File: src/sv/cbc_pkg.sv
`timescale 1ns / 1ps
// ----------------------------------------------------------------------------
// cbc_pkg
// Types, codes and helpers shared by the cartridge bank controller modules.
// ----------------------------------------------------------------------------
package cbc_pkg;

    localparam int CFG_IDX_W  = 1;
    localparam int CFG_DATA_W = 3;

    localparam logic [CFG_IDX_W-1:0] CFG_ROM_SIZE = 1'b0;
    localparam logic [CFG_IDX_W-1:0] CFG_RAM_SIZE = 1'b1;

    localparam logic FUNC_READ  = 1'b0;
    localparam logic FUNC_WRITE = 1'b1;

    // address[15:13] regions
    localparam logic [2:0] REGION_RAM_EN   = 3'd0;
    localparam logic [2:0] REGION_ROM_LOW  = 3'd1;
    localparam logic [2:0] REGION_ROM_HIGH = 3'd2;
    localparam logic [2:0] REGION_MODE     = 3'd3;
    localparam logic [2:0] REGION_RAM      = 3'd5;

    localparam logic [1:0] RAM_SIZE_NONE = 2'd0;
    localparam logic [1:0] RAM_SIZE_2K   = 2'd1;
    localparam logic [1:0] RAM_SIZE_32K  = 2'd3;

    localparam logic [3:0] ENABLE_KEY     = 4'hA;
    localparam logic [6:0] ROM_BANK_RESET = 7'd1;

    localparam int SMALL_RAM_BYTES = 2048;
    localparam int FULL_RAM_BYTES  = 8192;
    localparam int MAX_RAM_BANKS   = 4;

    typedef struct packed {
        logic       refused;
        logic [6:0] bank;
    } cbc_remap_t;

    typedef struct packed {
        logic [6:0] mapped_rom_bank;
        logic [1:0] selected_ram_bank;
        logic       ram_on;
        logic       switch_refused;
        logic       rd_hit;
    } cbc_result_t;

    typedef struct packed {
        logic wr_en;
        logic rd_en;
    } cbc_ram_req_t;

    // Banks 0x00/0x20/0x40/0x60 map one up; refuse banks beyond the ROM size.
    function automatic cbc_remap_t cbc_remap(input logic [6:0] bank,
                                             input logic [2:0] size_code);
        cbc_remap_t r;
        logic [8:0] count;
        r.bank    = bank + ((bank[4:0] == 5'd0) ? 7'd1 : 7'd0);
        count     = 9'd2 << size_code;
        r.refused = ({2'b00, r.bank} >= count);
        return r;
    endfunction

endpackage

File: src/sv/cbc_ctrl.sv
`timescale 1ns / 1ps
// ----------------------------------------------------------------------------
// cbc_ctrl
// Configuration and bank registers, access decode and RAM slot check.
// ----------------------------------------------------------------------------
module cbc_ctrl #(
    parameter int RAM_BANK_BYTES = 8192,
    parameter int RAM_BANKS      = 4,
    parameter int IDX_W          = 15
) (
    input  logic                           clk,
    input  logic                           rst_n,
    input  logic                           cfg_write,
    input  logic [cbc_pkg::CFG_IDX_W-1:0]  cfg_index,
    input  logic [cbc_pkg::CFG_DATA_W-1:0] cfg_data,
    input  logic                           commit,
    input  logic                           func,
    input  logic [15:0]                    address,
    input  logic [7:0]                     write_data,
    output cbc_pkg::cbc_result_t           result,
    output cbc_pkg::cbc_ram_req_t          ram_req,
    output logic [IDX_W-1:0]               ram_index
);

    localparam logic [13:0] LIM_SMALL = 14'((RAM_BANK_BYTES < cbc_pkg::SMALL_RAM_BYTES) ?
                                            RAM_BANK_BYTES : cbc_pkg::SMALL_RAM_BYTES);
    localparam logic [13:0] LIM_FULL  = 14'((RAM_BANK_BYTES < cbc_pkg::FULL_RAM_BYTES) ?
                                            RAM_BANK_BYTES : cbc_pkg::FULL_RAM_BYTES);
    localparam logic [2:0]  BANKS_BIG = 3'((RAM_BANKS < cbc_pkg::MAX_RAM_BANKS) ?
                                           RAM_BANKS : cbc_pkg::MAX_RAM_BANKS);

    logic [2:0] rom_size_reg;
    logic [1:0] ram_size_reg;
    logic [6:0] rom_bank_reg, rom_bank_next;
    logic [6:0] mapped_reg, mapped_next;
    logic       ram_mode_reg, ram_mode_next;
    logic       ram_enable_reg, ram_enable_next;
    logic [1:0] ram_bank_reg, ram_bank_next;

    logic                 do_remap;
    logic [6:0]           rom_cand;
    logic                 refused;
    cbc_pkg::cbc_remap_t  remap;
    logic                 in_ram;
    logic                 slot_ok;
    logic [2:0]           bank_limit;
    logic [13:0]          byte_limit;
    logic [12:0]          offset;
    logic [IDX_W+1:0]     idx_wide;

    always_ff @(posedge clk or negedge rst_n)
    begin
        if (!rst_n)
        begin
            rom_size_reg <= '0;
            ram_size_reg <= '0;
        end
        else if (cfg_write)
        begin
            unique case (cfg_index)
                cbc_pkg::CFG_ROM_SIZE: rom_size_reg <= cfg_data;
                cbc_pkg::CFG_RAM_SIZE: ram_size_reg <= cfg_data[1:0];
                default: ;
            endcase
        end
    end

    always_comb
    begin
        rom_bank_next   = rom_bank_reg;
        mapped_next     = mapped_reg;
        ram_mode_next   = ram_mode_reg;
        ram_enable_next = ram_enable_reg;
        ram_bank_next   = ram_bank_reg;
        rom_cand        = rom_bank_reg;
        do_remap        = 1'b0;
        refused         = 1'b0;
        if (func == cbc_pkg::FUNC_WRITE)
        begin
            unique case (address[15:13])
                cbc_pkg::REGION_RAM_EN:
                begin
                    if (ram_size_reg != cbc_pkg::RAM_SIZE_NONE)
                    begin
                        ram_enable_next = (write_data[3:0] == cbc_pkg::ENABLE_KEY);
                    end
                end
                cbc_pkg::REGION_ROM_LOW:
                begin
                    rom_cand = {rom_bank_reg[6:5], write_data[4:0]};
                    do_remap = 1'b1;
                end
                cbc_pkg::REGION_ROM_HIGH:
                begin
                    if (!ram_mode_reg)
                    begin
                        rom_cand = {write_data[1:0], rom_bank_reg[4:0]};
                        do_remap = 1'b1;
                    end
                    else
                    begin
                        ram_bank_next = write_data[1:0];
                    end
                end
                cbc_pkg::REGION_MODE:
                begin
                    if (ram_size_reg != cbc_pkg::RAM_SIZE_NONE)
                    begin
                        ram_mode_next = write_data[0];
                    end
                end
                default: ;
            endcase
        end
        remap = cbc_pkg::cbc_remap(rom_cand, rom_size_reg);
        if (do_remap)
        begin
            rom_bank_next = rom_cand;
            refused       = remap.refused;
            if (!remap.refused)
            begin
                mapped_next = remap.bank;
            end
        end
    end

    // RAM slot check uses the bank register as it stands before this access
    assign offset     = address[12:0];
    assign in_ram     = (address[15:13] == cbc_pkg::REGION_RAM);
    assign bank_limit = (ram_size_reg == cbc_pkg::RAM_SIZE_32K) ? BANKS_BIG : 3'd1;
    assign byte_limit = (ram_size_reg == cbc_pkg::RAM_SIZE_2K) ? LIM_SMALL : LIM_FULL;
    assign slot_ok    = in_ram
                        && (ram_size_reg != cbc_pkg::RAM_SIZE_NONE)
                        && ram_enable_reg
                        && ({1'b0, ram_bank_reg} < bank_limit)
                        && ({1'b0, offset} < byte_limit);
    assign idx_wide   = (IDX_W+2)'(ram_bank_reg) * (IDX_W+2)'(RAM_BANK_BYTES)
                        + (IDX_W+2)'(offset);
    assign ram_index  = idx_wide[IDX_W-1:0];

    assign ram_req.wr_en = commit && slot_ok && (func == cbc_pkg::FUNC_WRITE);
    assign ram_req.rd_en = commit && slot_ok && (func == cbc_pkg::FUNC_READ);

    assign result.mapped_rom_bank   = mapped_next;
    assign result.selected_ram_bank = ram_bank_next;
    assign result.ram_on            = ram_enable_next;
    assign result.switch_refused    = refused;
    assign result.rd_hit            = slot_ok && (func == cbc_pkg::FUNC_READ);

    always_ff @(posedge clk or negedge rst_n)
    begin
        if (!rst_n)
        begin
            rom_bank_reg   <= cbc_pkg::ROM_BANK_RESET;
            mapped_reg     <= cbc_pkg::ROM_BANK_RESET;
            ram_mode_reg   <= 1'b0;
            ram_enable_reg <= 1'b0;
            ram_bank_reg   <= '0;
        end
        else if (commit)
        begin
            rom_bank_reg   <= rom_bank_next;
            mapped_reg     <= mapped_next;
            ram_mode_reg   <= ram_mode_next;
            ram_enable_reg <= ram_enable_next;
            ram_bank_reg   <= ram_bank_next;
        end
    end

endmodule
File: config.mk
export PLATFORM = sky130hd
export DESIGN_NAME = cbc_ctrl
export DESIGN_NICKNAME = d
export VERILOG_FILES = /design/src/sv/cbc_pkg.sv /design/src/sv/cbc_ctrl.sv
export SDC_FILE = /design/constraint.sdc
export NUM_CORES = 1
export LEC_CHECK = 0
export ABC_AREA = 1
export BUFFER_PORTS_ARGS = -buffer_cell sky130_fd_sc_hd__buf_4
export CORE_UTILIZATION = 50
export CTS_CLUSTER_DIAMETER = 100
export CTS_CLUSTER_SIZE = 28
export DETAILED_ROUTE_END_ITERATION = 8
export HOLD_SLACK_MARGIN = 0.08
export PLACE_DENSITY = 0.8
export SYNTH_ARGS = -nofsm -noshare
export SYNTH_HDL_FRONTEND = slang
export SYNTH_SLANG_ARGS = --single-unit
File: constraint.sdc
create_clock -name clk -period 9.55 [get_ports clk]
set_input_delay 2.865 -clock clk [delete_from_list [all_inputs] [get_ports clk]]
set_output_delay 2.865 -clock clk [all_outputs]
set_load 0.03 [all_outputs]
## Word-level counts from Yosys, hierarchy flattened

Index checks and enable logic that the tools add are counted.

| cells by class | value |
|---|---|
| add/sub/neg operators | 2 |
| order comparisons | 3 |
| equal/unequal tests | 7 |
| shift-type cells | 1 |
| muxes and demuxes | 18 |
| bitwise logic cells | 2 |
| reduce and logical (&&, ||, !) cells | 15 |

Operator list:

| cell | count |
|---|---|
| $mux 7 | 4 |
| $add 15x13->15 | 1 |
| $lt 13x14->1 | 1 |
| $mux 14 | 1 |
| $pmux 7 s2 | 1 |
| $ge 7x9->1 | 1 |
| $shl 2x3->9 const A | 1 |
| $logic_and 1x1->1 | 8 |
| $add 7x1->7 | 1 |
| $mux 1 | 7 |
| $eq 3x2->1 const B | 2 |
| $mux 2 | 3 |
| $reduce_and 2->1 | 3 |
| $logic_not 5->1 | 1 |
| $eq 4x4->1 const B | 1 |
| $reduce_and 4->1 | 1 |
| $eq 3x1->1 const B | 1 |
| $eq 3x3->1 const B | 1 |
| $logic_not 3->1 | 1 |
| $lt 2x3->1 | 1 |
| $mux 3 | 1 |
| $eq 2x1->1 const B | 1 |
| $eq 2x2->1 const B | 1 |
| $not 1->1 | 2 |
| other kinds (2) | 2 |

| word-level totals | value |
|---|---|
| register bits after elaboration | 23 |
| input bits | 33 |
| output and inout bits | 29 |
| word-level logic and storage cells | 55 |

## Logic depth before layout (Yosys ltp)

Gate-level depths: netlist of the first run.

| depth | value |
|---|---|
| depth in word-level cells | 9 |
| mapped depth | 27 |
| gate-level depth less buffers | 26 |

## Worst setup path after synthesis of the first run

OpenSTA, ideal clock, no wires.

| timing path | value |
|---|---|
| path type | input-to-output |
| start point | input port address[13] |
| end point | output port result[8] in the netlist's numbering |
| data arrival time | 5.955 ns |
| data required time | 6.685 ns |
| path slack | 0.730 ns |
| cell stages on the path | 25 |
| buffers on the path | 1 |
| path through | inv_1 -> nor2_8 -> nand2_4 -> inv_1 -> o21ai_0 -> inv_1 -> nor3_1 -> ha_1 -> ha_1 -> nand3_2 -> nor2_1 -> nand3_1 -> nand2_1 -> and2_1 -> inv_1 -> ha_1 -> nand2_1 -> inv_1 -> o21ai_0 -> nand3_1 -> nor2_8 -> buf_6 -> inv_1 -> nand2_1 -> and2_1 |

RTL lines:

| what | line | text |
|---|---|---|
| from (decl) | cbc_ctrl.sv:18 | `input logic [15:0] address,` |
| to (decl) | cbc_ctrl.sv:20 | `output cbc_pkg::cbc_result_t result,` |

==> results.yml, run 1 <==
cts:
  cts_root_buffer: "clkbuf_4"
  clk_pin_slew_ps: 140
  cts_buffer_depth: 2
  cts_sinks: 23
  cts_tree: "built"
  cts_buffers: 3
  htree_levels: 1
  worstSkewPairLatency_ps: 330
power:
  leakage_nw: 1.12
  p_total_mw: 0.370
  power_density_mw_per_mm2: 176
  ir_drop_uv: 101
detailed_routing:
  routed_wl_um: 4080
  vias: 1720
  drc: 0
  vias_per_cell: 5.21
  final_antenna_net_count: 0
  drt-initial-drc-count: 68
  dr.pass1.iters: 4
  drt-wirelength-per-cell_um: 12.4
synthesis:
  yosysSeqAreaShare_pct: 32.0
  synth_area_mm2: 0.00181
  synth_warnings: 0
  syn-num-nets: 296
  syn-instance-count: 255
  synth-edff-count: 0
  ys_seq_elements: 23
  async_reset_ff_share_pct: 100
  ys.flop_type: "dfrtp_1"
  ys_types: 31
  synth_area_per_cell_um2: 7.09
grt:
  grt.overflow.total: 0
  grt_pass1_vias: 1564
  grt_antenna_before_repair: 0
  grt_max_degree: 24
  grt_usage_pct: 21.5
  grt_pass1_wl_um: 6730
critical_path:
  required_ps: 6690
  end_kind: "primary output"
  cp_max_fo: 7
  setup.worst_path.start_class: "primary input"
  arrival_ps: 6470
  critPathKind: "in -> out"
timing:
  period_needed_ps: 9330
  setup_viol: 0
  whs_ps: 493
  tightest_slew_ps: 297
  clock.fmax_ghz: 0.107
  drv_slew: 0
  fin_crit_sh_pct: 97.7
  skew_ps: 5.17
  slew_headroom_pct: 80.2
  hold_viol: 0
flow_run:
  maxCapViolations: 0
die:
  start_util_pct: 53.3
  ios: 62
  die_w_um: 62.1
  die_h_um: 62.1
  core-area_mm2: 0.00339
  dieArea_mm2: 0.00386
  core.rowCount: 21
layout:
  final_area_mm2: 0.00210
  nNetsFinal: 326
  syn2layout_area_growth_pct: 16.0
  multi_input_area_um2: 947
  ff_latch_area_um2: 578
  diodes: 0
  finish.utilization_pct: 61.9
  drive_gt1_share_pct: 25.4
  fill_cells: 310
hold_path:
  hp-class: "reg -> reg"
place:
  hpwl_um: 3000
  portBuffers: 36
  placed_area_mm2: 0.00200
  place.gp.congestion: 0.825
status:
  outcome: "finished clean"
==> metrics by stage <==
step	instances	worst slack, ps	TNS (ps)
after floorplan	255	730	0
after global placement	319	278	0
after detailed placement	319	212	0
after CTS	323	198	0
after global routing	330	-65.9	-261
final	330	218	0
==> report_power, final <==
group          switching [mW]  internal [mW]
Clock                  0.0339         0.0158
Sequential             0.0117          0.120
Combinational           0.118         0.0705
Total                   0.163          0.206
==> Yosys cell counts, types with 4 or more instances <==
cell,number,area share (%)
nand2_1,59,12
inv_1,40,8.3
nand3_1,28,7.8
o21ai_0,25,6.9
dfrtp_1,21,29
buf_4,15,6.2
nor2_1,11,2.3
ha_1,8,5.5
and2_1,5,1.7
a21oi_1,4,1.1
nand4_1,4,1.4
nor3_1,4,1.1
==> worst paths after layout <==
path	start	end	slack [ps]	cells after the start
max	address[13]	result[7]	220	27
max reg2reg	rom_bank_reg[0]	mapped_reg[2]	6030	22
min reg2reg	mapped_reg[6]	mapped_reg[6]	490	2
max in group asynchronous	rst_n	mapped_reg[0]	6870	1
min	mapped_reg[6]	mapped_reg[6]	490	2
min in group asynchronous	rst_n	rom_bank_reg[4]	2390	1
==> what timing repair did <==
action / CTS / global route
buffers inserted: 0 / 6
hold buffers: 0 / 0
resized for setup: 0 / 3
endpoints found under the setup margin: 0 / 7
==> cells in the final DEF (no fill, tap or decap), drive strengths merged <==
master,n
o21ai,30
nor2,17
nand3,29
a21oi,4
mux2i,1
clkinvlp,1
nor4,1
nor3,4
and2,5
nand2,63
or2,2
inv,43
and3,1
ha,8
a31oi,1
nand4,5
clkbuf,3
dfstp,2
dfrtp,21
buf,42
clkinv,1
==> kinds of logic after synthesis <==
| group | after synthesis | share of synthesized area, % |
|---|---|---|
| AND/OR/NAND/NOR | 126 | 34.9 |
| buffers and inverters | 62 | 16.7 |
| AO/OA/AOI/OAI | 35 | 10.4 |
| flip-flops | 23 | 32.0 |
| adder cells (fa/ha/maj) | 8 | 5.54 |
| multiplexers | 1 | 0.554 |
==> worst max-delay path, cell delays in order <==
cell and delay (ps):
buf_4 100, clkinvlp_4 150, nor2_8 170, nand2_4 100, inv_1 80, nand2_1 40
o21ai_0 90, inv_1 100, nor3_1 220, ha_2 240, ha_1 180, nand3_2 110
nor2_1 150, nand3_1 90, nand2_1 80, and2_1 120, inv_1 40, ha_1 290
nand2_1 70, inv_1 40, o21ai_0 230, nand3_2 230, nor2_8 210, buf_4 150
buf_4 100, o21ai_2 50, buf_4 160
==> final cells by class <==
cell class | count | share of cell area (%)
clock buffers | 3 | 1.07
clock inverters | 1 | 0.239
inverters | 44 | 8.17
multi-input cells | 171 | 45.2
flip-flops and latches | 23 | 27.6
well taps | 46 | 2.74
repair buffers | 42 | 15.0
==> layer usage <==
layer / track usage [%] / share of wire, % / vias to the layer above
li1: - / - / 867
met1: 29.2 / 45 / 771
met2: 34.5 / 46 / 68
met3: 1.84 / 6.4 / 14
met4: 9.88 / 3.0 / 0
met5: 0 / 0 / -
Power figures use the tool's default switching activity.
==> run 2: changes to the inputs <==
Settings changed: PLACE_DENSITY 0.8 to 0.78.
==> results.yml, run 2 (same netlist as run 1, synthesis figures left out) <==
status:
  outcome: "finished clean"
critical_path:
  slowest_stage: "ha_1"
  slowest_delay_ps: 290
  critPathKind: "in -> out"
  setup.worst_path.start_class: "primary input"
  end_kind: "primary output"
  path_delay_family: "simple AND/OR/NAND/NOR gates"
  required_ps: 6690
  path_common_cell: "inv_1"
  cp.depth: 26
  rr_worst_depth: 22
  arrival_ps: 6310
  cp_max_fo: 7
  critPathBufInv: 7
timing:
  setup-tns-final_ps: 0
  tightest_slew_ps: 281
  hold_viol: 0
  rsz0062_at_grt: "no"
  drv_slew: 0
  setup_viol: 0
  period_needed_ps: 9180
  slew_headroom_pct: 81.1
  clock.fmax_ghz: 0.109
  fin_crit_sh_pct: 96.1
  skew_ps: 10.2
detailed_routing:
  dr.pass1.iters: 4
  drc: 0
  routed_wl_um: 3690
  drt-wirelength-per-cell_um: 11.2
  vias: 1646
  final_antenna_net_count: 0
  vias_per_cell: 5.00
  drt-initial-drc-count: 110
cts:
  cts_root_buffer: "clkbuf_4"
  clk_pin_slew_ps: 120
  cts_sinks: 23
  cts_tree: "built"
  htree_levels: 1
  cts_hold_buf: 0
  worstSkewPairLatency_ps: 330
  cts_buffers: 3
  cts_buffer_depth: 2
hold_path:
  holdPathStages: 2
  hp-class: "reg -> reg"
layout:
  layout_common_cells: "nand2_1 (59), buf_4 (41), inv_1 (39), nand3_1 (27), o21ai_0 (25)"
  nNetsFinal: 325
  drive_gt1_share_pct: 25.1
  diodes: 0
  fill_cells: 306
  syn2layout_area_growth_pct: 15.7
  final_cells: 329
  mostFrequentLayoutCell: "nand2_1"
place:
  place.gp.congestion: 0.842
  hpwl_um: 2850
  portBuffers: 36
  dp_cells: 319
grt:
  grt_usage_pct: 19.7
  grt_pass1_vias: 1496
  grt_antenna_before_repair: 0
  grt_pass1_wl_um: 6180
  grt.overflow.total: 0
  grt_max_degree: 24
die:
  core-area_mm2: 0.00339
  core.rowCount: 21
  die_h_um: 62.1
  die_w_um: 62.1
  dieArea_mm2: 0.00386
  start_util_pct: 53.3
  ios: 62
power:
  power_density_mw_per_mm2: 174
  leakage_nw: 1.11
  ir_drop_uv: 122
flow_run:
  maxCapViolations: 0
run 2: changes by cell type in the layout (fill, tap and decap cells not counted), sizes merged:
cell / change
buf: -1
clkinvlp: +1
clkinv: -1
run 2: final timing paths:
path                                        end             from  slack (ps)
worst max-delay path                 result[10]      address[13]         370
worst min-delay path              mapped_reg[6]    mapped_reg[6]         490
worst max register to register    mapped_reg[1]  rom_bank_reg[0]        6220
worst min register to register    mapped_reg[6]    mapped_reg[6]         490
max in group asynchronous         mapped_reg[0]            rst_n        6850
min in group asynchronous       rom_bank_reg[1]            rst_n        2400
run 2: metal layers:
| metal | wire (um) | vias to the layer above | GRT usage (%) |
|---|---|---|---|
| met4 | 33 | 0 | 5.52 |
| met2 | 1700 | 36 | 32.0 |
| met1 | 1780 | 743 | 26.1 |
| met5 | 0 | - | 0 |
| li1 | - | 863 | - |
| met3 | 178 | 4 | 4.41 |
run 2: what timing repair did:
action                                  CTS  global route
resized for setup                         0             3
buffers inserted                          0             5
endpoints found under the setup margin    0             7
run 2: power breakdown:
part           switching [mW]  leakage, nW  internal, mW  total (mW)
registers              0.0112        0.285         0.120       0.131
logic                   0.115        0.813        0.0700       0.185
clock network          0.0317       0.0139        0.0160      0.0477
total                   0.158         1.11         0.206       0.364
run 2: cell type report:
| class | count | area [um2] | share of cell area, % |
|---|---|---|---|
| multi-input combinational | 171 | 947 | 45.3 |
| sequential | 23 | 578 | 27.6 |
| clock inverter | 1 | 7.51 | 0.359 |
| tap | 46 | 57.6 | 2.75 |
| clock buffer | 3 | 22.5 | 1.08 |
| timing repair buffer | 41 | 308 | 14.7 |
| inverter | 44 | 171 | 8.19 |
run 2: worst min-delay path: cells and delay by family (launching register included):
kind          cells  cell delay (ps)
simple gates      2              110
flops             1              360
run 2: metrics by stage:
step	cell area, um2	setup slack, ps	utilization, %	total power [mW]	hold slack (ps)
final	2090	372	61.7	0.364	490
after global routing	2090	32.8	61.7	0.393	548
after CTS	2030	211	59.9	0.357	496
after detailed placement	2000	230	59.1	0.309	465
after global placement	2000	259	59.1	0.304	456
after floorplan	1810	730	-	0.267	442
==> run 3: changes to the inputs <==
Settings changed: CELL_PAD_IN_SITES_DETAIL_PLACEMENT set to 1, CELL_PAD_IN_SITES_GLOBAL_PLACEMENT set to 1, CORE_UTILIZATION 50 to 35, CTS_CLUSTER_SIZE 28 to not set, MAX_ROUTING_LAYER set to met4.
==> results.yml, run 3 (same netlist as run 1, synthesis figures left out) <==
status:
  outcome: "finished clean"
critical_path:
  end_kind: "primary output"
  path_delay_family: "simple AND/OR/NAND/NOR gates"
  path_common_cell: "inv_1"
  slowest_stage: "ha_1"
  critPathKind: "in -> out"
  arrival_ps: 6470
  cp_max_fo: 8
  required_ps: 6690
  slowest_delay_ps: 320
  cp.depth: 26
  critPathBufInv: 7
  rr_worst_depth: 24
  setup.worst_path.start_class: "primary input"
layout:
  finish.utilization_pct: 44.1
  mostFrequentLayoutCell: "nand2_1"
  final_area_mm2: 0.00214
  layout_common_cells: "nand2_1 (59), buf_4 (41), inv_1 (40), nand3_1 (27), o21ai_0 (23)"
  diodes: 0
  drive_gt1_share_pct: 25.4
  syn2layout_area_growth_pct: 18.3
  final_cells: 350
  nNetsFinal: 325
die:
  die_w_um: 73.9
  core-area_mm2: 0.00485
  start_util_pct: 37.3
  dieArea_mm2: 0.00546
  die_h_um: 73.9
  ios: 62
  core.rowCount: 25
grt:
  grt.overflow.total: 0
  grt_pass1_wl_um: 7990
  grt_antenna_before_repair: 0
  grt_pass1_vias: 1717
  grt_max_degree: 24
  grt_usage_pct: 19.6
detailed_routing:
  final_antenna_net_count: 0
  dr.pass1.iters: 4
  vias: 1744
  vias_per_cell: 4.98
  drt-initial-drc-count: 72
  drc: 0
  routed_wl_um: 4910
  drt-wirelength-per-cell_um: 14.0
place:
  dp_worst_setup_slack_ps: 198
  place.gp.congestion: 0.832
  hpwl_um: 3690
  dp_cells: 341
  placed_area_mm2: 0.00204
  portBuffers: 36
flow_run:
  maxCapViolations: 0
cts:
  cts_buffer_depth: 2
  cts_root_buffer: "clkbuf_8"
  cts_hold_buf: 0
  cts_tree: "built"
  cts_sinks: 23
  clk_pin_slew_ps: 100
  cts_buffers: 3
  worstSkewPairLatency_ps: 280
  htree_levels: 1
timing:
  hold_viol: 0
  setup-tns-final_ps: 0
  layout_setup_ws_ps: 220
  drv_slew: 0
  skew_ps: 2.38
  tightest_slew_ps: 324
  clock.fmax_ghz: 0.107
  period_needed_ps: 9330
  setup_viol: 0
  slew_headroom_pct: 78.4
  fin_crit_sh_pct: 97.7
hold_path:
  hp-class: "reg -> reg"
  holdPathStages: 2
power:
  leakage_nw: 1.13
  power_density_mw_per_mm2: 184
  ir_drop_uv: 123
==> run 3: changes by cell type in the layout (fill, tap and decap cells not counted), sizes merged <==
cell / before / now
clkinvlp: 2 / 0
inv: 43 / 44
clkinv: 0 / 1
==> run 3: worst paths after layout <==
path                                       from  slack [ps]         endpoint
worst min register to register    mapped_reg[5]         510    mapped_reg[5]
worst max register to register  rom_bank_reg[3]        6110    mapped_reg[1]
worst max-delay path                       func         220       result[11]
max in group asynchronous                 rst_n        6780    mapped_reg[0]
worst min-delay path              mapped_reg[5]         510    mapped_reg[5]
min in group asynchronous                 rst_n        2470  rom_bank_reg[4]
==> run 3: final cells by class <==
class	count	area, um2
Tap cell	67	83.8
Clock inverter	1	5.00
Sequential cell	23	578
Inverter	44	168
Timing Repair Buffer	41	308
Clock buffer	3	41.3
Multi-Input combinational cell	171	955
Fill cell	641	2710
==> run 3: metrics by stage <==
stage / total power [mW] / hold WS (ps)
after global routing: 0.422 / 529
final: 0.394 / 507
after CTS: 0.385 / 508
after detailed placement: 0.317 / 482
after floorplan: 0.267 / 442
after global placement: 0.308 / 458
==> run 3: routing by layer <==
layer / vias to the layer above / share of wire (%) / global-route usage (%) / routed length, um
met5: - / 0 / - / 0
met4: 0 / 0.73 / 3.42 / 36
met3: 6 / 3.8 / 3.29 / 188
met2: 33 / 50 / 33.0 / 2450
met1: 849 / 45 / 25.0 / 2230
li1: 856 / - / - / -
==> run 3: timing repair <==
item | in CTS | in global routing
setup buffers | 0 | 4
resized for setup | 0 | 6
endpoints found under the setup margin | 0 | 7
==> run 3: tightest hold or removal path: stages, from the launching register on <==
cell,delay [ps]
dfrtp_1,360
nand2_1,60
nand2_1,60
==> run 3: where the power goes <==
group	internal, mW	switching [mW]	total, mW
logic	0.0710	0.123	0.194
registers	0.120	0.0124	0.133
clock network	0.0293	0.0381	0.0674
